### src/rtl/core/nfd_pkg.sv
package nfd_pkg;

   // Frame parser phases
   typedef enum logic [3:0] {
      PH_SEARCH = 4'd0,
      PH_LEN    = 4'd1,
      PH_LCS    = 4'd2,
      PH_TFI    = 4'd3,
      PH_DATA   = 4'd4,
      PH_DCS    = 4'd5,
      PH_DONE   = 4'd6
   } nfd_phase_type;

   // Result kinds
   typedef enum logic [2:0] {
      K_PAYLOAD = 3'd0,
      K_OK      = 3'd1,
      K_ACK     = 3'd2,
      K_NACK    = 3'd3,
      K_EXT     = 3'd4,
      K_BADLEN  = 3'd5,
      K_BADSUM  = 3'd6,
      K_TRUNC   = 3'd7
   } nfd_kind_type;

   localparam logic [7:0]  BYTE_ZERO = 8'h00;
   localparam logic [7:0]  BYTE_ONES = 8'hFF;
   localparam logic [15:0] HIST_IDLE = 16'hFFFF;
   localparam logic [15:0] HIST_SOF  = 16'h0000;

   // One received byte as held in the input register
   typedef struct packed {
      logic [7:0] rx_byte;
      logic       buffer_end;
   } nfd_item_type;

   // One result transaction from the parser
   typedef struct packed {
      logic         valid;
      nfd_kind_type kind;
      logic [7:0]   value;
      logic [7:0]   payload_count;
      logic         frame_final;
   } nfd_result_type;

endpackage

### src/rtl/core/nfd_in_stage.sv
module nfd_in_stage
   import nfd_pkg::*;
(
   input  logic         clock,
   input  logic         reset,
   input  logic         req_valid,
   output logic         req_stall,
   input  logic [7:0]   req_rx_byte,
   input  logic         req_buffer_end,
   input  logic         out_ready,
   output logic         advance,
   output nfd_item_type item
);

   logic         valid_ff;
   logic         valid_in;
   nfd_item_type item_ff;
   logic         load;

   // Held byte moves on whenever the result register can take its outcome
   assign advance   = valid_ff & out_ready;
   assign req_stall = valid_ff & ~out_ready;
   assign load      = req_valid & ~req_stall;

   always_comb begin
      valid_in = valid_ff;
      if (load) begin
         valid_in = 1'b1;
      end else if (advance) begin
         valid_in = 1'b0;
      end
   end

   always_ff @(posedge clock) begin
      if (reset) begin
         valid_ff <= 1'b0;
      end else begin
         valid_ff <= valid_in;
      end
   end

   // Payload register, no reset
   always_ff @(posedge clock) begin
      if (load) begin
         item_ff.rx_byte    <= req_rx_byte;
         item_ff.buffer_end <= req_buffer_end;
      end
   end

   assign item = item_ff;

endmodule

### src/rtl/core/nfd_parse.sv
module nfd_parse
   import nfd_pkg::*;
(
   input  logic           clock,
   input  logic           reset,
   input  logic           advance,
   input  nfd_item_type   item,
   output nfd_result_type result
);

   nfd_phase_type phase_ff, phase_in;
   logic [15:0]   history_ff, history_in;
   logic [7:0]    length_ff, length_in;
   logic [7:0]    left_ff, left_in;
   logic [7:0]    sum_ff, sum_in;
   logic [7:0]    id_ff, id_in;
   logic [7:0]    b;
   logic [7:0]    len_check;
   logic [7:0]    data_check;

   assign b          = item.rx_byte;
   assign len_check  = length_ff + b;
   assign data_check = sum_ff + b;

   // Next state and result for the byte in the input register
   always_comb begin
      phase_in   = phase_ff;
      history_in = history_ff;
      length_in  = length_ff;
      left_in    = left_ff;
      sum_in     = sum_ff;
      id_in      = id_ff;
      result     = '0;

      case (phase_ff)
         PH_SEARCH: begin
            if (history_ff == HIST_SOF && b == BYTE_ONES) begin
               phase_in   = PH_LEN;
               history_in = HIST_IDLE;
            end else begin
               history_in = {history_ff[7:0], b};
            end
         end
         PH_LEN: begin
            length_in = b;
            phase_in  = PH_LCS;
         end
         PH_LCS: begin
            result.valid = 1'b1;
            if (length_ff == BYTE_ZERO && b == BYTE_ONES) begin
               result.kind = K_ACK;
            end else if (length_ff == BYTE_ONES && b == BYTE_ZERO) begin
               result.kind = K_NACK;
            end else if (length_ff == BYTE_ONES && b == BYTE_ONES) begin
               result.kind = K_EXT;
            end else if (length_ff == BYTE_ZERO || len_check != BYTE_ZERO) begin
               result.kind = K_BADLEN;
            end else begin
               result.valid = 1'b0;
               left_in      = length_ff - 8'd1;
               sum_in       = BYTE_ZERO;
               phase_in     = PH_TFI;
            end
            if (result.valid) begin
               phase_in = PH_DONE;
            end
         end
         PH_TFI: begin
            id_in    = b;
            sum_in   = b;
            phase_in = (left_ff == BYTE_ZERO) ? PH_DCS : PH_DATA;
         end
         PH_DATA: begin
            sum_in       = data_check;
            left_in      = left_ff - 8'd1;
            // last payload byte when the count is about to reach zero
            if (left_ff == 8'd1) begin
               phase_in = PH_DCS;
            end
            result.valid = 1'b1;
            result.kind  = K_PAYLOAD;
            result.value = b;
         end
         PH_DCS: begin
            result.valid = 1'b1;
            if (data_check == BYTE_ZERO) begin
               result.kind          = K_OK;
               result.value         = id_ff;
               result.payload_count = length_ff - 8'd1;
            end else begin
               result.kind = K_BADSUM;
            end
            phase_in = PH_DONE;
         end
         default: begin
            // done: drop bytes until the buffer ends
         end
      endcase

      // Buffer end: flag truncation if no status was given, then restart the search
      if (item.buffer_end) begin
         if (phase_in != PH_DONE) begin
            result               = '0;
            result.valid         = 1'b1;
            result.kind          = K_TRUNC;
         end
         phase_in   = PH_SEARCH;
         history_in = HIST_IDLE;
         length_in  = BYTE_ZERO;
         left_in    = BYTE_ZERO;
         sum_in     = BYTE_ZERO;
         id_in      = BYTE_ZERO;
      end

      result.frame_final = result.valid & (result.kind != K_PAYLOAD);
      if (!advance) begin
         result.valid = 1'b0;
      end
   end

   always_ff @(posedge clock) begin
      if (reset) begin
         phase_ff   <= PH_SEARCH;
         history_ff <= HIST_IDLE;
         length_ff  <= BYTE_ZERO;
         left_ff    <= BYTE_ZERO;
         sum_ff     <= BYTE_ZERO;
         id_ff      <= BYTE_ZERO;
      end else if (advance) begin
         phase_ff   <= phase_in;
         history_ff <= history_in;
         length_ff  <= length_in;
         left_ff    <= left_in;
         sum_ff     <= sum_in;
         id_ff      <= id_in;
      end
   end

`ifndef ASSERT_OFF
   // A consumed buffer end always returns to the start search
   assert property (@(posedge clock) disable iff (reset)
      advance && item.buffer_end |=> phase_ff == PH_SEARCH && history_ff == HIST_IDLE)
      else $error("parser did not restart after buffer end");

   // Payload bytes only come out of the data phase
   assert property (@(posedge clock) disable iff (reset)
      result.valid && result.kind == K_PAYLOAD |-> phase_ff == PH_DATA)
      else $error("payload result outside data phase");

   // A consumed byte in the done phase gives nothing unless the buffer ends there
   assert property (@(posedge clock) disable iff (reset)
      advance && phase_ff == PH_DONE && !item.buffer_end |-> !result.valid)
      else $error("result produced after frame status");

   // The data phase never runs with no bytes left
   assert property (@(posedge clock) disable iff (reset)
      phase_ff == PH_DATA |-> left_ff != BYTE_ZERO)
      else $error("data phase with zero byte count");
`endif

endmodule

### src/rtl/core/nfd_out_stage.sv
module nfd_out_stage
   import nfd_pkg::*;
(
   input  logic           clock,
   input  logic           reset,
   input  nfd_result_type result,
   output logic           out_ready,
   output logic           rsp_valid,
   input  logic           rsp_stall,
   output logic [2:0]     rsp_kind,
   output logic [7:0]     rsp_value,
   output logic [7:0]     rsp_payload_count,
   output logic           rsp_frame_final
);

   logic         valid_ff;
   logic         valid_in;
   nfd_kind_type kind_ff;
   logic [7:0]   value_ff;
   logic [7:0]   count_ff;
   logic         final_ff;

   // Free when empty or being drained this cycle
   assign out_ready = ~valid_ff | ~rsp_stall;

   always_comb begin
      valid_in = valid_ff;
      if (out_ready) begin
         valid_in = result.valid;
      end
   end

   always_ff @(posedge clock) begin
      if (reset) begin
         valid_ff <= 1'b0;
      end else begin
         valid_ff <= valid_in;
      end
   end

   always_ff @(posedge clock) begin
      if (out_ready && result.valid) begin
         kind_ff  <= result.kind;
         value_ff <= result.value;
         count_ff <= result.payload_count;
         final_ff <= result.frame_final;
      end
   end

   assign rsp_valid         = valid_ff;
   assign rsp_kind          = kind_ff;
   assign rsp_value         = value_ff;
   assign rsp_payload_count = count_ff;
   assign rsp_frame_final   = final_ff;

endmodule

### src/rtl/core/nfc_frame_deframer_unit.sv
// Byte-serial deframer for normal information frames (00 00 FF LEN LCS TFI
// data DCS). One received byte is taken per cycle, with buffer_end on the last
// byte of a receive buffer. Each byte yields at most one result transaction:
// a payload byte as it arrives, or a final status (frame ok with TFI and
// payload count, ack, nack, extended unsupported, bad length, bad checksum,
// truncated) with frame_final set. An accepted request reaches the response
// through an input register, one pass of the byte parser, and the result
// register; a byte is accepted every cycle while the response side is not
// stalled. After a status, bytes are dropped until the buffer ends, and every
// buffer end restarts the start-sequence search.
module nfc_frame_deframer_unit
   import nfd_pkg::*;
(
   input  logic       clock,
   input  logic       reset,
   input  logic       req_valid,
   output logic       req_stall,
   input  logic [7:0] req_rx_byte,
   input  logic       req_buffer_end,
   output logic       rsp_valid,
   input  logic       rsp_stall,
   output logic [2:0] rsp_kind,
   output logic [7:0] rsp_value,
   output logic [7:0] rsp_payload_count,
   output logic       rsp_frame_final
);

   logic           out_ready;
   logic           advance;
   nfd_item_type   item;
   nfd_result_type result;

   nfd_in_stage u_in_stage (
      .clock          (clock),
      .reset          (reset),
      .req_valid      (req_valid),
      .req_stall      (req_stall),
      .req_rx_byte    (req_rx_byte),
      .req_buffer_end (req_buffer_end),
      .out_ready      (out_ready),
      .advance        (advance),
      .item           (item)
   );

   nfd_parse u_parse (
      .clock   (clock),
      .reset   (reset),
      .advance (advance),
      .item    (item),
      .result  (result)
   );

   nfd_out_stage u_out_stage (
      .clock             (clock),
      .reset             (reset),
      .result            (result),
      .out_ready         (out_ready),
      .rsp_valid         (rsp_valid),
      .rsp_stall         (rsp_stall),
      .rsp_kind          (rsp_kind),
      .rsp_value         (rsp_value),
      .rsp_payload_count (rsp_payload_count),
      .rsp_frame_final   (rsp_frame_final)
   );

endmodule

### config.mk
export PLATFORM = sky130hd
export DESIGN_NAME = nfc_frame_deframer_unit
export DESIGN_NICKNAME = d
export VERILOG_FILES = /design/src/rtl/core/nfd_pkg.sv /design/src/rtl/core/nfd_in_stage.sv /design/src/rtl/core/nfd_parse.sv /design/src/rtl/core/nfd_out_stage.sv /design/src/rtl/core/nfc_frame_deframer_unit.sv
export SDC_FILE = /design/constraint.sdc
export NUM_CORES = 1
export LEC_CHECK = 0
export BUFFER_PORTS_ARGS = -buffer_cell sky130_fd_sc_hd__buf_2
export CAP_MARGIN = 20
export CORE_ASPECT_RATIO = 1.5
export CORE_MARGIN = 2
export CORE_UTILIZATION = 33
export DETAILED_ROUTE_END_ITERATION = 8
export SYNTH_ARGS = -nofsm -noshare
export SYNTH_HDL_FRONTEND = slang
export SYNTH_SLANG_ARGS = --single-unit
### constraint.sdc
create_clock -name clock -period 3.85 [get_ports clock]
set_input_delay 0.1925 -clock clock [delete_from_list [all_inputs] [get_ports clock]]
set_output_delay 0.1925 -clock clock [all_outputs]
set_load 0.01 [all_outputs]
* After elaboration in Yosys (flattened, before gate mapping)
Index checks and enable logic that the tools add are counted.
Operators by class: mux-type cells 48, reduce and logical (&&, ||, !) cells 25, eq/ne operators 13, add/subtract/negate cells 4, bitwise operators 9
Operator list (number):
- $mux W8 | 15
- $mux W16 | 4
- $mux W21 | 2
- $logic_not A8 Y1 | 4
- $mux W4 | 8
- $pmux W8 S2 | 2
- $pmux W4 S6 | 1
- $pmux W8 S3 | 1
- $add A8 B8 Y8 | 2
- $eq A8 B8 Y1 const B | 2
- $logic_not A16 Y1 | 1
- $sub A8 B1 Y8 const B | 2
- $mux W3 | 5
- $ne A3 B3 Y1 const B | 4
- $pmux W4 S3 | 1
- $reduce_and A6 Y1 | 2
- $mux W1 | 9
- $eq A4 B2 Y1 const B | 2
- $eq A4 B3 Y1 const B | 2
- $eq A8 B1 Y1 const B | 1
- $reduce_bool A2 Y1 | 4
- $reduce_bool A8 Y1 | 1
- $reduce_and A2 Y1 | 3
- $reduce_bool A3 Y1 | 2
- 9 further kinds | 19
Word-level totals: input bits 13, logic and storage cells 113, register bits after elaboration 83

* Longest topological paths before layout
Gate-level depths: netlist (run 1).
word-level depth 15, mapped depth 9, gate-level depth less buffers 9

* Modules after synthesis
Synthesis (run 1) repeated with hierarchy kept, for this count alone.
Second synthesis, totals: cells, all modules 485, area, all modules 4488.1 µm²
Modules (own cells, without submodules):
- nfd_parse | times used 1, sequential area each 1041.0 µm², area an instance 3522.1 µm², cells each 446
- nfd_out_stage | times used 1, sequential area each 620.6 µm², area an instance 639.4 µm², cells each 25
- nfd_in_stage | times used 1, sequential area each 290.3 µm², area an instance 326.6 µm², cells each 14

* Worst setup path before layout (run 1)
Ideal clock, no wire load.
kind register to register, from reg u_in_stage.item_ff, in the netlist u_in_stage.item[1], to reg u_out_stage.final_ff (netlist: u_out_stage.rsp_frame_final), enable pin, arrival 2.890 ns, clock period less this slack 3.226 ns, slack 0.624 ns, buffers on the path 0, required time 3.514 ns, cell stages (with the launch flop) 10, cells stage by stage edfxtp_1 -> ha_1 -> fa_1 -> xor2_1 -> or3_1 -> a2111oi_2 -> nand4_4 -> nor3_1 -> nor2_1 -> o31a_1
On the way: word-level cells in the longest chain between the ends 15
Ends and longest elaborated chain:
- start, declared | RTL line nfd_in_stage.sv:17 | nfd_item_type item_ff;
- $add A8 B8 Y8 | RTL line nfd_parse.sv:22 | assign len_check = length_ff + b;
- $reduce_bool A8 Y1 | RTL line nfd_parse.sv:56 | end else if (length_ff == BYTE_ZERO || len_check != BYTE_ZERO) begin
- $logic_or A1 B1 Y1 | RTL line nfd_parse.sv:56
- $mux W1 | RTL line nfd_parse.sv:56
- $mux W1 | RTL line nfd_parse.sv:54 | end else if (length_ff == BYTE_ONES && b == BYTE_ONES) begin
- $mux W1 | RTL line nfd_parse.sv:52 | end else if (length_ff == BYTE_ONES && b == BYTE_ZERO) begin
- $mux W1 | RTL line nfd_parse.sv:50 | if (length_ff == BYTE_ZERO && b == BYTE_ONES) begin
- $mux W1 | RTL line nfd_parse.sv:35 | case (phase_ff)
- $mux W4 | RTL line nfd_parse.sv:64 | if (result.valid) begin
- $pmux W4 S6 | RTL line nfd_parse.sv:35
- $ne A4 B3 Y1 | RTL line nfd_parse.sv:102 | if (phase_in != PH_DONE) begin
- $mux W21 | RTL line nfd_parse.sv:102
- $mux W21 * | RTL line nfd_parse.sv:101 | if (item.buffer_end) begin
- $mux W1 * | RTL line nfd_parse.sv:116 | if (!advance) begin
- $logic_and A1 B1 Y1 * | RTL line nfd_out_stage.sv:42 | if (out_ready && result.valid) begin
- end signal, assigned | RTL line nfd_out_stage.sv:46 | final_ff <= result.frame_final;
- end, declared | RTL line nfd_out_stage.sv:21 | logic final_ff;
Every way passes the cells marked *; elsewhere a longest branch is shown, timed or not. The select of a mux whose other input is x is not followed. A chain may end at the register's enable or synchronous reset.

* Worst setup path after layout (run 1)
from reg u_parse.length_ff[0], to reg u_out_stage.kind_ff[2] (netlist: u_out_stage.rsp_kind[2]), enable pin
On the way: word-level cells in the longest chain between the ends 15
Ends and longest elaborated chain:
- start, declared | RTL line nfd_parse.sv:13 | logic [7:0] length_ff, length_in;
- start signal, assigned | RTL line nfd_parse.sv:132 | length_ff <= length_in;
- $add A8 B8 Y8 | RTL line nfd_parse.sv:22
- $reduce_bool A8 Y1 | RTL line nfd_parse.sv:56
- $logic_or A1 B1 Y1 | RTL line nfd_parse.sv:56
- $mux W1 | RTL line nfd_parse.sv:56
- $mux W1 | RTL line nfd_parse.sv:54
- $mux W1 | RTL line nfd_parse.sv:52
- $mux W1 | RTL line nfd_parse.sv:50
- $mux W1 | RTL line nfd_parse.sv:35
- $mux W4 | RTL line nfd_parse.sv:64
- $pmux W4 S6 | RTL line nfd_parse.sv:35
- $ne A4 B3 Y1 | RTL line nfd_parse.sv:102
- $mux W21 | RTL line nfd_parse.sv:102
- $mux W21 * | RTL line nfd_parse.sv:101
- $mux W1 * | RTL line nfd_parse.sv:116
- $logic_and A1 B1 Y1 * | RTL line nfd_out_stage.sv:42
- end signal, assigned | RTL line nfd_out_stage.sv:43 | kind_ff <= result.kind;
- end, declared | RTL line nfd_out_stage.sv:18 | nfd_kind_type kind_ff;
Marked as above.

==> parameters.txt, run 1 <==
Parameter                              Value

Outcome
  Result of the run    completed

Timing
  Headroom to the max-slew limit    38.1%
  Unrepaired setup endpoints after global routing    no
  Crit path time final    between 3 and 4 ns
  Max Fclk    285 MHz
  Setup TNS    0 ns
  Clock Skews    0.00852 ns
  Setup slack of the critical path after layout    0.344 ns
  Ratio of final minimum period to clock period    91.1%
  Final Hold Fails    0
  Final setup violation count    0
  Max Slew Vio Count    0
  Transition time at the pin with the least slew margin    around 0.93 ns

Global route
  Congestion Overflow GR    0
  Number of global-route vias before repair    between 3000 and 4000
  Maximum number of pins on one net before global-route repair    49
  First-pass GRT wire length    19.2 mm
  Initial antenna violation count    0
  GRT Total Usage    16.5%

Logic synthesis
  Proportion of register bits with asynchronous set or reset after synthesis    0%
  Number of instances in the synthesized netlist    474
  Most common flop cell mapped by yosys    sky130_fd_sc_hd__dfxtp_1
  Most common cell in the synthesized netlist    sky130_fd_sc_hd__dfxtp_1
  Mean instance size in the synthesized netlist    9.60 µm²
  Most area-consuming cells after synthesis    sky130_fd_sc_hd__dfxtp_1 (24%), sky130_fd_sc_hd__edfxtp_1 (19%), sky130_fd_sc_hd__a22oi_1 (5.4%)
  Area of the mapped netlist    4550 µm²
  EDFF count, synth    29
  Sequential area share after synthesis    42.9%
  Synth top cells by count    sky130_fd_sc_hd__dfxtp_1 (54), sky130_fd_sc_hd__nor2_1 (51), sky130_fd_sc_hd__a22oi_1 (33)
  Synth Warn #    0
  Post-synthesis sequential element count    83
  Number of nets produced by synthesis    ~510
  Area share of the largest cell type after synthesis    a little under a quarter
  Number of distinct library cell variants in the gate-level netlist after synthesis    60
  Largest area contributor in the netlist    sky130_fd_sc_hd__dfxtp_1

Drt
  Router iterations before antenna repair    5
  DR DRC count    0
  Post-route ant nets    0
  Number of DRC markers after the initial detailed-route iteration    ~270
  Detail-routed net length per standard cell    17.3 µm
  Wire length reported by the detailed router    approximately 12 mm
  Vias post-DR    3774
  Routed via count divided by cell count    5.57

Worst setup path
  Largest incremental delay on the critical path    about 0.59 ns
  Setup crit end kind    flip-flop
  Reg2Reg Setup Slack    0.34 ns
  Sort of element at the start of the critical path    flip-flop
  Critical path start-end classification    flip-flop to flip-flop
  Critical path data required time    around 3.8 ns
  Ordered list of cells on the worst path    ha_1 -> fa_1 -> or3_1 -> a2111oi_2 -> nand4_4 -> nor3_1 -> nor2_1 -> o31a_1
  Maximum fanout along the worst path    20
  Slowest library cell on the worst path    sky130_fd_sc_hd__o31a_1
  Arrival @ worst endpoint    3.48 ns

Final layout
  Area growth from synthesis to layout    14.4%
  Post-layout nets    between 500 and 600
  Filler instances    1342
  Final std cells w/o fill    between 600 and 700
  Share of final-layout standard cells stronger than drive strength 1    roughly 15%
  ANT cells    0

Place
  Cell total after placement    660
  Number of I/O port buffers    34
  Worst slack, placed    0.354 ns
  Final weighted congestion in routability-driven placement    0.902
  Detailed placer's ending HPWL    8.51 mm

CTS
  Number of buffers inserted to repair setup after CTS    0
  Clock buffer count from CTS    9
  Hold buffers post-CTS    0
  Insertion delay of the later-clocked pin in the worst-skew pair    around 0.34 ns
  Post-CTS sizing    0
  Post-CTS clock slew at the launch and capture registers of the worst setup and hold paths    0.06 ns
  Clk sinks    83
  Max Root-Sink Buffers    2
  Deepest level of the CTS H-tree    3
  CTS tree    yes
  CTS Root Buffer Type    sky130_fd_sc_hd__clkbuf_16

Floorplan
  Row count    52
  Die Span Y    148 µm
  Width of the die    99.9 µm
  Die area    14800 µm²
  Initial standard-cell utilization of the core    33.8%
  Core footprint    13500 µm²
  Number of top-level design ports    35

Hold path
  Kind of path behind the tightest hold check    input pin to flip-flop

Power
  Power Dens Cells    359 nW/µm²
  Static leakage power    1.92 nW
  Maximum vdd ir drop    ~250 µV

Run
  Max-cap check violation count    0
[flip-flops by register name, indices dropped and copies added (netlist names)]
| register | flops |
|---|---|
| u_parse.history_ff | 16 |
| u_in_stage.item | 9 |
| u_out_stage.rsp_payload_count | 8 |
| u_out_stage.rsp_value | 8 |
| u_parse.id_ff | 8 |
| u_parse.left_ff | 8 |
| u_parse.length_ff | 8 |
| u_parse.sum_ff | 8 |
| u_parse.phase_ff | 4 |
| u_out_stage.rsp_kind | 3 |
| u_in_stage.valid_ff | 1 |
| u_out_stage.rsp_frame_final | 1 |
| u_out_stage.rsp_valid | 1 |
[logic make-up (layout without fill, tap and decap cells)]
family	Yosys count	count (layout)	synth area share, %
simple gates	179	179	22.1
compound gates	132	132	20.5
flops	83	83	42.9
buf+inv	30	71	2.64
fa+ha+maj	20	20	5.83
xor+xnor	19	19	3.66
mux	11	11	2.42
[layout by cell type (no fill, tap or decap), types with 16 or more instances in the layout]
cell,Yosys,final
sky130_fd_sc_hd__nor2_1,51,51
sky130_fd_sc_hd__buf_2,0,34
sky130_fd_sc_hd__o22ai_1,18,18
sky130_fd_sc_hd__edfxtp_1,29,29
sky130_fd_sc_hd__a22oi_1,33,33
sky130_fd_sc_hd__nand2_1,28,28
sky130_fd_sc_hd__nand2b_1,31,31
sky130_fd_sc_hd__ha_1,18,18
sky130_fd_sc_hd__dfxtp_1,54,54
sky130_fd_sc_hd__o21ai_0,16,16
sky130_fd_sc_hd__nor3_1,16,16
[area by class of cell]
class / count / area (µm²) / share of cell area [%]
sequential: 83 / 1950 / 37.5
multi-input combinational: 361 / 2480 / 47.8
clock buffer: 11 / 243 / 4.67
timing repair buffer: 45 / 253 / 4.86
clock inverter: 5 / 28.8 / 0.553
tap: 162 / 203 / 3.90
inverter: 10 / 37.5 / 0.722
[where the power goes]
group	leakage (nW)	total (W)	internal, W	switching [W]
clock	0.136	0.000794	0.000451	0.000343
combinational	1.05	0.000133	0.0000498	0.0000831
sequential	0.741	0.000938	0.000921	0.0000173
[routing by layer]
| metal | GRT usage [%] | wire (µm) |
|---|---|---|
| met1 | 20.2 | 5080 |
| met2 | 27.6 | 5750 |
| met3 | 3.31 | 517 |
| met4 | 7.67 | 353 |
| met5 | 0 | 0 |
[through the flow]
stage	power (W)	utilization (%)	hold slack, ns	instance area [µm²]
floorplan	0.00104	-	0.291	4550
global placement	0.00109	36.5	0.373	4920
detailed placement	0.00109	36.5	0.373	4920
CTS	0.00188	38.6	0.0138	5190
global route	0.00193	38.6	0.0230	5200
finish	0.00187	38.6	0.0245	5200
[critical path: cells and delay by family, from the launching register on]
family / cells / cell delay, ns
adder cells (fa/ha/maj): 2 / 0.68
AND/OR/NAND/NOR: 4 / 1.00
flip-flops: 1 / 0.54
AO/OA/AOI/OAI: 2 / 0.92
[worst paths after layout]
path,startpoint,endpoint,cells after the start
worst max-delay path,u_parse.length_ff[0],u_out_stage.rsp_kind[2],8
worst min-delay path,req_buffer_end,u_in_stage.item[0],1
worst max register to register,u_parse.length_ff[0],u_out_stage.rsp_kind[2],8
worst min register to register,u_parse.sum_ff[5],u_parse.sum_ff[5],1
Note: power is estimated with default switching activity, not from simulation.
==> run 2: changes to the inputs <==
--- a/config.mk
+++ b/config.mk
@@ -11,6 +11,7 @@
 export CORE_MARGIN = 2
 export CORE_UTILIZATION = 33
 export DETAILED_ROUTE_END_ITERATION = 8
+export REMOVE_ABC_BUFFERS = 1
 export SYNTH_ARGS = -nofsm -noshare
 export SYNTH_HDL_FRONTEND = slang
 export SYNTH_SLANG_ARGS = --single-unit
==> parameters.txt, run 2 (synthesized netlist as in run 1, its figures left out) <==
Parameter                              Value

Power
  Power consumption    0.00191 W (+2.2%)
  Power Dens Cells    365 nW/µm² (+1.7%)
  Static leakage power    1.94 nW (+0.64%)
  Maximum vdd ir drop    173 µV (-32%)

Worst setup path
  Arrival @ worst endpoint    3.45 ns (-0.03 ns)
  Ordered list of cells on the worst path    ha_1 -> fa_1 -> or3_1 -> a2111oi_2 -> nand4_4 -> nor3_1 -> nor2_1 -> o31a_1
  Count of buffer and inverter cells on the critical path    0 (unchanged)
  Slowest library cell on the worst path    sky130_fd_sc_hd__o31a_1
  Critical path data required time    3.83 ns (about the same)
  Sort of element at the start of the critical path    flip-flop
  Top delay family on crit path    simple AND/OR/NAND/NOR gates
  Number of cells on the worst reg-to-reg path    8 (unchanged)
  Beginning of the worst register-to-register path    u_parse.length_ff[0]
  Setup crit end kind    flip-flop
  Maximum fanout along the worst path    20 (unchanged)
  Critical path start-end classification    flip-flop to flip-flop
  Reg2Reg Setup Slack    0.37 ns (+0.03 ns)
  End of the worst register-to-register path    u_out_stage.rsp_payload_count[6]
  Largest incremental delay on the critical path    0.58 ns (about the same)

Floorplan
  Number of top-level design ports    35 (unchanged)
  Die area    14800 µm² (unchanged)
  Die Span Y    148 µm (unchanged)
  Core footprint    13500 µm² (unchanged)
  Row count    52 (unchanged)
  Width of the die    99.9 µm (unchanged)
  Initial standard-cell utilization of the core    33.8% (unchanged)

Global route
  First-pass GRT wire length    19.2 mm (about the same)
  GRT Total Usage    16.5% (+0.026 points)
  Congestion Overflow GR    0 (unchanged)
  Maximum number of pins on one net before global-route repair    48 (-2.0%)
  Number of global-route vias before repair    3795 (+1.8%)
  Initial antenna violation count    0 (unchanged)

Timing
  Headroom to the max-slew limit    30.6% (-7.5 points)
  Max Slew Vio Count    0 (unchanged)
  Final setup violation count    0 (unchanged)
  Worst slack on hold paths    0.0273 ns (+0.00281 ns)
  Unrepaired setup endpoints after global routing    no
  Final Hold Fails    0 (unchanged)
  Transition time at the pin with the least slew margin    1.03 ns (+0.104 ns)
  Crit path time final    3.48 ns (-0.0311 ns)
  Clock Skews    0.00314 ns (-0.00538 ns)
  Max Fclk    288 MHz (+0.89%)
  Setup TNS    0 ns (unchanged)
  Ratio of final minimum period to clock period    90.3% (-0.81 points)

CTS
  CTS Root Buffer Type    sky130_fd_sc_hd__clkbuf_16
  Deepest level of the CTS H-tree    3 (unchanged)
  Hold buffers post-CTS    0 (unchanged)
  Number of buffers inserted to repair setup after CTS    0 (unchanged)
  Post-CTS clock slew at the launch and capture registers of the worst setup and hold paths    0.06 ns (about the same)
  Insertion delay of the later-clocked pin in the worst-skew pair    0.34 ns (about the same)
  Post-CTS sizing    0 (unchanged)
  Clk sinks    83 (unchanged)
  Max Root-Sink Buffers    2 (unchanged)
  Clock buffer count from CTS    9 (unchanged)
  CTS tree    yes

Place
  Number of I/O port buffers    34 (unchanged)
  Final weighted congestion in routability-driven placement    0.886 (-1.8%)
  Detailed placer's ending HPWL    8.57 mm (+0.67%)

Drt
  Vias post-DR    3819 (+1.2%)
  Number of DRC markers after the initial detailed-route iteration    238 (-12%)
  Post-route ant nets    0 (unchanged)
  Router iterations before antenna repair    5 (unchanged)
  Routed via count divided by cell count    5.63 (+1.0%)
  DR DRC count    0 (unchanged)
  Detail-routed net length per standard cell    17.2 µm (-0.68%)
  Wire length reported by the detailed router    11.6 mm (-0.53%)

Final layout
  Area growth from synthesis to layout    14.9%
  Commonest non-fill, non-tap cell in the layout    sky130_fd_sc_hd__dfxtp_1
  Register with the most flip-flops    u_parse.history_ff
  ANT cells    0 (unchanged)
  Share of final-layout standard cells stronger than drive strength 1    14.7% (-0.029 points)
  Flip-flop count of the largest register after layout    16 (unchanged)
  Layout Utilization    38.8% (+0.17 points)
  Most used cells in the layout excluding fill and tap cells    sky130_fd_sc_hd__dfxtp_1 (54), sky130_fd_sc_hd__nor2_1 (51), sky130_fd_sc_hd__buf_2 (34), sky130_fd_sc_hd__a22oi_1 (33), sky130_fd_sc_hd__nand2b_1 (31)
  Post-layout nets    544 (+0.18%)

Run
  Max-cap check violation count    0 (unchanged)

Hold path
  End of the worst hold path    u_in_stage.item[0]
  Cells on Worst Hold Path    1 (unchanged)
  Kind of path behind the tightest hold check    input pin to flip-flop
  Worst hold path startpoint    req_buffer_end

Outcome
  Result of the run    completed
[run 2: worst max-delay path by stage]
stage | startpoint | end | slack (ns) | depth (start not counted)
floorplan | u_in_stage.item[1] | u_out_stage.rsp_frame_final | 0.62 | 9
global placement | u_parse.length_ff[0] | u_out_stage.rsp_payload_count[6] | 0.43 | 8
detailed placement | u_parse.length_ff[0] | u_out_stage.rsp_payload_count[6] | 0.35 | 8
CTS | u_parse.length_ff[0] | u_out_stage.rsp_payload_count[6] | 0.34 | 8
global route | u_parse.length_ff[0] | u_out_stage.rsp_value[2] | 0.04 | 8
finish | u_parse.length_ff[0] | u_out_stage.rsp_payload_count[6] | 0.37 | 8
[run 2: cell type report]
cell class / count / area [µm²]
Clock buffer: 11 / 233
Clock inverter: 5 / 53.8
Fill cell: 1337 / 8240
Inverter: 10 / 37.5
Multi-Input combinational cell: 361 / 2480
Sequential cell: 83 / 1950
Tap cell: 162 / 203
Timing Repair Buffer: 46 / 260
[run 2: per-stage QoR]
stage / worst slack, ns / instances / cell area (µm²)
after floorplan: 0.624 / 454 / 4470
after CTS: 0.340 / 678 / 5220
after global routing: 0.0431 / 678 / 5220
after global placement: 0.435 / 662 / 4940
final: 0.375 / 678 / 5220
after detailed placement: 0.348 / 662 / 4940
[run 2: worst reg2reg max path, stage by stage, from the launching register on]
cell and delay [ns]:
sky130_fd_sc_hd__dfxtp_1 0.54, sky130_fd_sc_hd__ha_1 0.27, sky130_fd_sc_hd__fa_1 0.42, sky130_fd_sc_hd__or3_1 0.39, sky130_fd_sc_hd__a2111oi_2 0.32, sky130_fd_sc_hd__nand4_4 0.18, sky130_fd_sc_hd__nor3_1 0.34, sky130_fd_sc_hd__nor2_1 0.09
sky130_fd_sc_hd__o31a_1 0.58
[run 2: power by group]
part           switching, W  total, W  internal, W
Clock              0.000334  0.000834     0.000500
Combinational     0.0000821  0.000133    0.0000509
Sequential        0.0000180  0.000939     0.000921
[run 2: layer usage]
layer	wire, µm	global-route usage [%]	vias up
met5	0	0	-
met4	425	8.70	0
met3	492	3.12	32
met2	5870	28.7	116
met1	4850	19.0	1799
li1	-	-	1872
